**config.mk**
```make
export PLATFORM = sky130hd
export DESIGN_NAME = tour_builder_visited_set_unit
export DESIGN_NICKNAME = d
export VERILOG_FILES = /design/src/sv/tbv_pkg.sv /design/src/sv/tbv_ram.sv /design/src/sv/tbv_out_stage.sv /design/src/sv/tour_builder_visited_set_unit.sv
export SDC_FILE = /design/constraint.sdc
export NUM_CORES = 1
export LEC_CHECK = 0
export BUFFER_PORTS_ARGS = -buffer_cell sky130_fd_sc_hd__buf_4
export CORE_UTILIZATION = 30
export CTS_BUF_LIST = sky130_fd_sc_hd__clkbuf_4
export CTS_CLUSTER_DIAMETER = 40
export DETAILED_ROUTE_END_ITERATION = 10
export SLEW_MARGIN = 25
export SYNTH_ARGS = -nofsm -noshare
export SYNTH_HDL_FRONTEND = slang
export SYNTH_SLANG_ARGS = --single-unit
```
**constraint.sdc**
```tcl
create_clock -name clk -period 4.5 [get_ports clk]
set_input_delay 0.9 -clock clk [delete_from_list [all_inputs] [get_ports clk]]
set_output_delay 0.9 -clock clk [all_outputs]
set_load 0.05 [all_outputs]
```
**src/sv/tbv_pkg.sv**
```systemverilog
`timescale 1ns / 1ps
// ---------------------------------------------------------------------------
// tbv_pkg
// Types and constants shared by the tour builder visited-set unit.
// ---------------------------------------------------------------------------
package tbv_pkg;

	localparam int MAX_CITIES_DEF = 64;
	localparam int CITY_CAP       = 64;
	localparam int CITY_W         = 6;
	localparam int CNT_W          = 7;
	localparam int IN_DATA_W      = 8;
	localparam int OUT_DATA_W     = 24;

	typedef enum logic [1:0] {
		MODE_INIT = 2'd0,
		MODE_PUSH = 2'd1,
		MODE_POP  = 2'd2,
		MODE_LIST = 2'd3
	} mode_t;

	typedef enum logic [2:0] {
		ST_SWEEP,
		ST_IDLE,
		ST_EXEC,
		ST_INIT_RESP,
		ST_LIST_RD,
		ST_LIST_CHK,
		ST_LIST_END
	} state_t;

	typedef struct packed {
		logic              last;
		logic              listed_valid;
		logic [CITY_W-1:0] listed_city;
		logic              finished;
		logic [CNT_W-1:0]  current_city;
		logic [CNT_W-1:0]  tour_length;
		logic              accepted;
	} result_t;

endpackage

```
**src/sv/tbv_ram.sv**
```systemverilog
`timescale 1ns / 1ps
// ---------------------------------------------------------------------------
// tbv_ram
// Simple dual-port synchronous RAM, one write and one registered read port.
// ---------------------------------------------------------------------------
module tbv_ram #(
	parameter int DEPTH = 64,
	parameter int WIDTH = 1,
	parameter int AW    = $clog2(DEPTH)
) (
	input  logic             clk,
	input  logic             we,
	input  logic [AW-1:0]    waddr,
	input  logic [WIDTH-1:0] wdata,
	input  logic             re,
	input  logic [AW-1:0]    raddr,
	output logic [WIDTH-1:0] rdata
);

	logic [WIDTH-1:0] mem [DEPTH];

	always_ff @(posedge clk) begin
		if (we) begin
			mem[waddr] <= wdata;
		end
	end

	always_ff @(posedge clk) begin
		if (re) begin
			rdata <= mem[raddr];
		end
	end

endmodule

```
**src/sv/tbv_out_stage.sv**
```systemverilog
`timescale 1ns / 1ps
// ---------------------------------------------------------------------------
// tbv_out_stage
// Output register of the result stream; loads when empty or being drained.
// ---------------------------------------------------------------------------
module tbv_out_stage
	import tbv_pkg::*;
(
	input  logic                  clk,
	input  logic                  arst_n,
	input  logic                  load,
	input  result_t               res,
	output logic                  free,
	output logic                  m_axis_tvalid,
	input  logic                  m_axis_tready,
	// accepted, tour_length[6:0], current_city[6:0], finished, listed_city[5:0], pad
	output logic [OUT_DATA_W-1:0] m_axis_tdata,
	// listed_valid
	output logic                  m_axis_tuser,
	output logic                  m_axis_tlast
);

	logic    valid_q;
	result_t res_q;

	assign free = !valid_q || m_axis_tready;

	always_ff @(posedge clk or negedge arst_n) begin
		if (!arst_n) begin
			valid_q <= 1'b0;
		end else if (free) begin
			valid_q <= load;
		end
	end

	always_ff @(posedge clk) begin
		if (free && load) begin
			res_q <= res;
		end
	end

	assign m_axis_tvalid = valid_q;
	assign m_axis_tdata  = {2'b00, res_q.listed_city, res_q.finished, res_q.current_city,
		res_q.tour_length, res_q.accepted};
	assign m_axis_tuser  = res_q.listed_valid;
	assign m_axis_tlast  = res_q.last;

endmodule

```
**src/sv/tour_builder_visited_set_unit.sv**
```systemverilog
`timescale 1ns / 1ps
// ---------------------------------------------------------------------------
// tour_builder_visited_set_unit
// Partial tour builder: free-city bitmap and tour stack in RAM, step FSM.
// ---------------------------------------------------------------------------
// channel   direction  fields
// s_axis    in         tdata: mode[1:0], city[7:2]
// m_axis    out        tdata: see port; tuser: listed_valid; tlast: last
// cfg       in         data: city_count[6:0]
//
// Push and pop: RAM read, then modify/write and result. Init: a sweep
// writes one bitmap entry per cycle, then the result. List: each city
// below city_count is read through the single bitmap read port and checked.
// After reset a clearing pass over all NCITY entries marks all cities free;
// no request is taken meanwhile. A stalled result register holds the FSM.
// ---------------------------------------------------------------------------
module tour_builder_visited_set_unit
	import tbv_pkg::*;
#(
	parameter int MAX_CITIES = MAX_CITIES_DEF
) (
	input  logic                  clk,
	input  logic                  arst_n,
	input  logic                  s_axis_tvalid,
	output logic                  s_axis_tready,
	// mode[1:0], city[7:2]
	input  logic [IN_DATA_W-1:0]  s_axis_tdata,
	output logic                  m_axis_tvalid,
	input  logic                  m_axis_tready,
	// accepted, tour_length[6:0], current_city[6:0], finished, listed_city[5:0], pad
	output logic [OUT_DATA_W-1:0] m_axis_tdata,
	// listed_valid
	output logic                  m_axis_tuser,
	output logic                  m_axis_tlast,
	input  logic                  cfg_valid,
	output logic                  cfg_ready,
	input  logic [CNT_W-1:0]      cfg_data
);

	localparam int NCITY = (MAX_CITIES < CITY_CAP) ? MAX_CITIES : CITY_CAP;
	localparam int AW    = $clog2(NCITY);
	localparam int IW    = $clog2(NCITY + 1);
	localparam logic [IW-1:0]    IDX_ONE  = IW'(1);
	localparam logic [IW-1:0]    IDX_END  = IW'(NCITY - 1);
	localparam logic [CNT_W-1:0] CNT_MAX  = CNT_W'(NCITY);

	state_t            state_q, state_d;
	mode_t             mode_q, mode_d;
	logic [CITY_W-1:0] city_q, city_d;
	logic [CNT_W-1:0]  count_q, count_d;
	logic [CITY_W-1:0] top_q, top_d;
	logic [IW-1:0]     idx_q, idx_d;
	logic [CNT_W-1:0]  lim_q, lim_d;
	logic              resp_q, resp_d;
	logic              pend_q, pend_d;
	logic [CITY_W-1:0] pend_city_q, pend_city_d;
	logic [CNT_W-1:0]  city_count_q;

	logic [CNT_W-1:0]  n_eff;
	mode_t             in_mode;
	logic [CITY_W-1:0] in_city;
	logic              in_acc;

	logic              fm_we, fm_wdata, fm_re, fm_rdata;
	logic [AW-1:0]     fm_waddr, fm_raddr;
	logic              st_we, st_re;
	logic [AW-1:0]     st_waddr, st_raddr;
	logic [CITY_W-1:0] st_wdata, st_rdata;

	logic              out_load, out_free;
	result_t           out_res;

	logic              push_ok;
	logic [CNT_W-1:0]  cnt_m2;

	assign in_mode = mode_t'(s_axis_tdata[1:0]);
	assign in_city = s_axis_tdata[7:2];
	assign in_acc  = s_axis_tvalid && s_axis_tready;
	assign s_axis_tready = (state_q == ST_IDLE);
	assign cfg_ready = 1'b1;
	assign cnt_m2 = count_q - CNT_W'(2);

	always_comb begin
		if (city_count_q == '0) begin
			n_eff = CNT_W'(1);
		end else if (city_count_q > CNT_MAX) begin
			n_eff = CNT_MAX;
		end else begin
			n_eff = city_count_q;
		end
	end

	assign push_ok = ({1'b0, city_q} < n_eff) && fm_rdata && (count_q < CNT_MAX);

	always_ff @(posedge clk or negedge arst_n) begin
		if (!arst_n) begin
			city_count_q <= CNT_W'(CITY_CAP);
		end else if (cfg_valid && cfg_ready) begin
			city_count_q <= cfg_data;
		end
	end

	always_comb begin
		state_d     = state_q;
		mode_d      = mode_q;
		city_d      = city_q;
		count_d     = count_q;
		top_d       = top_q;
		idx_d       = idx_q;
		lim_d       = lim_q;
		resp_d      = resp_q;
		pend_d      = pend_q;
		pend_city_d = pend_city_q;
		fm_we       = 1'b0;
		fm_waddr    = idx_q[AW-1:0];
		fm_wdata    = 1'b0;
		fm_re       = 1'b0;
		fm_raddr    = in_city[AW-1:0];
		st_we       = 1'b0;
		st_waddr    = count_q[AW-1:0];
		st_wdata    = city_q;
		st_re       = 1'b0;
		st_raddr    = cnt_m2[AW-1:0];
		out_load    = 1'b0;

		out_res.accepted     = 1'b0;
		out_res.tour_length  = count_q;
		out_res.current_city = (count_q == '0) ? n_eff : {1'b0, top_q};
		out_res.finished     = (count_q == n_eff);
		out_res.listed_city  = '0;
		out_res.listed_valid = 1'b0;
		out_res.last         = 1'b1;

		unique case (state_q)
			ST_SWEEP: begin
				fm_we    = 1'b1;
				fm_wdata = (32'(idx_q) < 32'(lim_q));
				idx_d    = idx_q + IDX_ONE;
				if (idx_q == IDX_END) begin
					state_d = resp_q ? ST_INIT_RESP : ST_IDLE;
				end
			end
			ST_IDLE: begin
				if (in_acc) begin
					mode_d = in_mode;
					city_d = in_city;
					unique case (in_mode)
						MODE_INIT: begin
							count_d = '0;
							idx_d   = '0;
							lim_d   = n_eff;
							resp_d  = 1'b1;
							state_d = ST_SWEEP;
						end
						MODE_PUSH: begin
							fm_re   = 1'b1;
							state_d = ST_EXEC;
						end
						MODE_POP: begin
							st_re   = 1'b1;
							state_d = ST_EXEC;
						end
						MODE_LIST: begin
							idx_d   = '0;
							pend_d  = 1'b0;
							state_d = ST_LIST_RD;
						end
						default: ;
					endcase
				end
			end
			ST_EXEC: begin
				if (mode_q == MODE_PUSH) begin
					out_res.accepted = push_ok;
					if (push_ok) begin
						count_d = count_q + CNT_W'(1);
						top_d   = city_q;
					end
				end else begin
					out_res.accepted = (count_q != '0);
					if (count_q != '0) begin
						count_d = count_q - CNT_W'(1);
						top_d   = st_rdata;
					end
				end
				out_res.tour_length  = count_d;
				out_res.current_city = (count_d == '0) ? n_eff : {1'b0, top_d};
				out_res.finished     = (count_d == n_eff);
				if (out_free) begin
					out_load = 1'b1;
					state_d  = ST_IDLE;
					if (mode_q == MODE_PUSH) begin
						fm_we    = push_ok;
						fm_waddr = city_q[AW-1:0];
						fm_wdata = 1'b0;
						st_we    = push_ok;
					end else begin
						fm_we    = (count_q != '0);
						fm_waddr = top_q[AW-1:0];
						fm_wdata = 1'b1;
					end
				end else begin
					count_d = count_q;
					top_d   = top_q;
				end
			end
			ST_INIT_RESP: begin
				out_res.accepted = 1'b1;
				if (out_free) begin
					out_load = 1'b1;
					resp_d   = 1'b0;
					state_d  = ST_IDLE;
				end
			end
			ST_LIST_RD: begin
				fm_re    = 1'b1;
				fm_raddr = idx_q[AW-1:0];
				state_d  = ST_LIST_CHK;
			end
			ST_LIST_CHK: begin
				out_res.listed_city  = pend_city_q;
				out_res.listed_valid = 1'b1;
				out_res.last         = 1'b0;
				if (!(fm_rdata && pend_q) || out_free) begin
					out_load = fm_rdata && pend_q;
					if (fm_rdata) begin
						pend_d      = 1'b1;
						pend_city_d = CITY_W'(idx_q);
					end
					idx_d   = idx_q + IDX_ONE;
					state_d = (32'(idx_q) + 1 == 32'(n_eff)) ? ST_LIST_END : ST_LIST_RD;
				end
			end
			ST_LIST_END: begin
				out_res.listed_city  = pend_q ? pend_city_q : '0;
				out_res.listed_valid = pend_q;
				if (out_free) begin
					out_load = 1'b1;
					state_d  = ST_IDLE;
				end
			end
			default: begin
				state_d = ST_IDLE;
			end
		endcase
	end

	always_ff @(posedge clk or negedge arst_n) begin
		if (!arst_n) begin
			state_q <= ST_SWEEP;
			mode_q  <= MODE_INIT;
			count_q <= '0;
			idx_q   <= '0;
			lim_q   <= CNT_MAX;
			resp_q  <= 1'b0;
			pend_q  <= 1'b0;
		end else begin
			state_q <= state_d;
			mode_q  <= mode_d;
			count_q <= count_d;
			idx_q   <= idx_d;
			lim_q   <= lim_d;
			resp_q  <= resp_d;
			pend_q  <= pend_d;
		end
	end

	always_ff @(posedge clk) begin
		city_q      <= city_d;
		top_q       <= top_d;
		pend_city_q <= pend_city_d;
	end

	tbv_ram #(
		.DEPTH (NCITY),
		.WIDTH (1)
	) u_free_map (
		.clk   (clk),
		.we    (fm_we),
		.waddr (fm_waddr),
		.wdata (fm_wdata),
		.re    (fm_re),
		.raddr (fm_raddr),
		.rdata (fm_rdata)
	);

	tbv_ram #(
		.DEPTH (NCITY),
		.WIDTH (CITY_W)
	) u_tour_stack (
		.clk   (clk),
		.we    (st_we),
		.waddr (st_waddr),
		.wdata (st_wdata),
		.re    (st_re),
		.raddr (st_raddr),
		.rdata (st_rdata)
	);

	tbv_out_stage u_out (
		.clk           (clk),
		.arst_n        (arst_n),
		.load          (out_load),
		.res           (out_res),
		.free          (out_free),
		.m_axis_tvalid (m_axis_tvalid),
		.m_axis_tready (m_axis_tready),
		.m_axis_tdata  (m_axis_tdata),
		.m_axis_tuser  (m_axis_tuser),
		.m_axis_tlast  (m_axis_tlast)
	);

	a_count_bound: assert property (@(posedge clk) disable iff (!arst_n)
		count_q <= CNT_MAX)
		else $error("tour stack depth beyond city capacity");

	a_push_grows: assert property (@(posedge clk) disable iff (!arst_n)
		(state_q == ST_EXEC && mode_q == MODE_PUSH && out_free && push_ok)
		|=> count_q == $past(count_q) + CNT_W'(1))
		else $error("accepted push did not grow the tour");

	a_pop_empty: assert property (@(posedge clk) disable iff (!arst_n)
		(state_q == ST_EXEC && mode_q == MODE_POP && count_q == '0) |=> count_q == '0)
		else $error("pop on empty tour changed depth");

endmodule
```
==> results_dict.tcl <==
set metrics [dict create \
    cts_tree "built" \
    drv_cap 0 \
    wl_met1_um 22700 \
    cp_slowest_cell "dfstp_2" \
    synth_edf_count 497 \
    clk_pin_slew_ns 0.07 \
    remaining_drc_errors 0 \
    max_slew.worst_pin.slew_ns 0.933 \
    slew-limit-headroom 0.375 \
    cp.buffers_inverters 1 \
    drt_iter0_markers 1107 \
    design.portCount 49 \
    overflow 0 \
    skew_ns 0.0636 \
    grt_max_degree 107 \
    layout_min_cycle_time_ns 4.06 \
    cp.arrival_ns 4.61 \
    seq_area_frac_synth 0.692 \
    synth-seq-cells 533 \
    setup_viol 0 \
    critPathMaxFanout 18 \
    async_reset_ff_frac 0.0675 \
    required_ns 5.05 \
    status "completed" \
    insertion_delay_ns 0.94 \
    post_drt_wl_per_cell_um 20.8 \
    area_delta_synth_final_pct 15.2 \
    rsz0062_at_grt "no" \
    yosys_warnings 0 \
    grt_pass1_wl_um 82300 \
    startpoint_type "flip-flop" \
    path_common_cell "nand2_1" \
    grt_pass1_vias 13400 \
    antenna_left 0 \
    antenna_found_initial 2 \
    chipHeight_um 278 \
    ir_worst_vdd_mv 0.157 \
    routed.top_layer "met4" \
    post-cts-setup-buffers 0 \
    hold_violations 0 \
    power.density_nw_per_um2 371 \
    avgSynthCellArea_um2 16.9 \
    cts_sinks 533 \
    timing.final.ws_setup_ns 0.441 \
    die_area_um2 77400 \
    fill_cells 7024 \
    vias_per_cell 4.96 \
    port_buffers 45 \
    fin_crit_sh 0.902 \
    pre_cts_ws_ns 0.589 \
    clock.fmax_mhz 246 \
    routabilityCongestion 0.838 \
    hpwl_um 33900 \
    synth_flop_cell "edfxtp_1" \
    path_delay_family "simple AND/OR/NAND/NOR gates" \
    hold_class "primary input to flip-flop" \
    final_max_slew_viol_count 0 \
    crit_chain "nand2b_1, ha_1, a211oi_1, o21a_1, nand2_1, nor4_1, buf_4, nand2_1, nor2_1" \
    fp.coreArea_um2 74900 \
    synth_cell_types 69 \
    final_cell_mix "497 x edfxtp_1, 188 x clkbuf_4, 171 x nor2_1, 136 x mux4_2, 92 x buf_4" \
    crit_type "flip-flop to flip-flop" \
    synthCells 1357 \
    cts_made_buffers 136 \
    cts-resized-gates 0 \
    final_common_cell "edfxtp_1" \
    vias 12800 \
    p_total_mw 9.78 \
    htreeDepth 4 \
    drive_gt1_frac 0.301 \
    place_inst 2348 \
    hold_ws_ns 0.162 \
    leakage_nw 8.44 \
    finalNonFillerCells 2585 \
    drtPass1Iterations 5 \
    wirelength_um 53700 \
    clockBufferDepth 3 \
    cts_hold_buf 1 \
    cts_root_buf "clkbuf_4" \
    max_stage_delay_ns 0.70 \
    row_count 100 \
    start_util 0.305 \
    die_x_um 278 \
    synth_area_um2 22900 \
    setup_tns_ns 0 \
    wl_met3_um 3350 \
    endpoint_kind "flip-flop" \
    nNetsFinal 1563 \
    grt_usage 0.142 \
    wl_met2_um 26600 \
]
-- final timing paths --
kind                                                end  slack, ns  cells after the start            start
worst max-delay path            u_tour_stack.mem[30][5]       0.44                      9  city_count_q[6]
worst min register to register                 lim_q[3]       0.48                      2         lim_q[3]
worst max register to register  u_tour_stack.mem[30][5]       0.44                      9  city_count_q[6]
min in group asynchronous                    count_q[0]       0.49                      2           arst_n
max in group asynchronous                    count_q[1]       3.59                      2           arst_n
worst min-delay path                          city_q[1]       0.16                      1  s_axis_tdata[3]
-- flip-flops by register name (all words and copies together), names as in the netlist, 2 cells and up --
name	cells
top_q	6
u_tour_stack.mem	384
lim_q	7
u_tour_stack.rdata	6
u_free_map.mem	64
u_out.m_axis_tdata	22
state_q	3
city_count_q	7
mode_q	2
city_q	6
pend_city_q	6
idx_q	7
count_q	7
-- routing by layer --
metal  global-route usage  up-vias
li1                     -     5727
met1                0.183     6548
met2                0.228      470
met3               0.0366       71
met4               0.0602        0
met5                    0        -
-- metrics by stage --
stage / util / cell area [um2]
floorplan: - / 22900
global placement: 0.327 / 24500
detailed placement: 0.328 / 24500
CTS: 0.352 / 26400
global route: 0.352 / 26400
finish: 0.352 / 26400
-- kinds of logic (layout without fill, tap and decap cells) --
| logic type | count (synthesis) | in the layout | share of synthesized area |
|---|---|---|---|
| XOR/XNOR | 21 | 21 | 0.00804 |
| other | 2 | 7 | 0.000328 |
| adder cells (fa/ha/maj) | 25 | 25 | 0.0137 |
| multiplexers | 171 | 171 | 0.150 |
| flip-flops | 533 | 533 | 0.692 |
| AO/OA/AOI/OAI | 149 | 149 | 0.0452 |
| buffers and inverters | 99 | 353 | 0.0185 |
| AND/OR/NAND/NOR | 357 | 357 | 0.0725 |
-- synth_stat cells, drive strengths merged, types with 17 or more instances --
cell type,n,area share
edfxtp,497,0.65
nor2,172,0.028
mux4,136,0.13
nand2,79,0.013
clkbuf,39,0.0065
a21oi,37,0.0084
buf,34,0.0078
dfrtp,34,0.037
o21ai,34,0.0078
inv,26,0.0043
ha,25,0.014
mux2i,25,0.011
nor2b,18,0.0049
a211oi,17,0.0058
-- area by class of cell --
class	count	area [um2]	area share
Antenna cell	4	10.0	0.000380
Clock buffer	188	1410	0.0535
Clock inverter	44	388	0.0147
Inverter	26	97.6	0.00370
Multi-Input combinational cell	726	6670	0.253
Sequential cell	533	15800	0.601
Tap cell	969	1210	0.0460
Timing Repair Buffer	95	741	0.0281
-- where the power goes --
part / total (mW) / leakage, nW / internal [mW] / switching (mW)
sequential: 5.36 / 4.72 / 5.35 / 0.0106
combinational: 0.137 / 2.68 / 0.0593 / 0.0781
clock: 4.29 / 1.04 / 2.30 / 1.99
-- worst register-to-register path: cells and delay by family, from the launching register on --
family,cells,cell delay [ns]
simple gates,5,1.77
flops,1,0.70
compound gates,2,0.68
fa+ha+maj,1,0.31
buf+inv,1,0.20
Note: power is estimated with default switching activity, not from simulation.
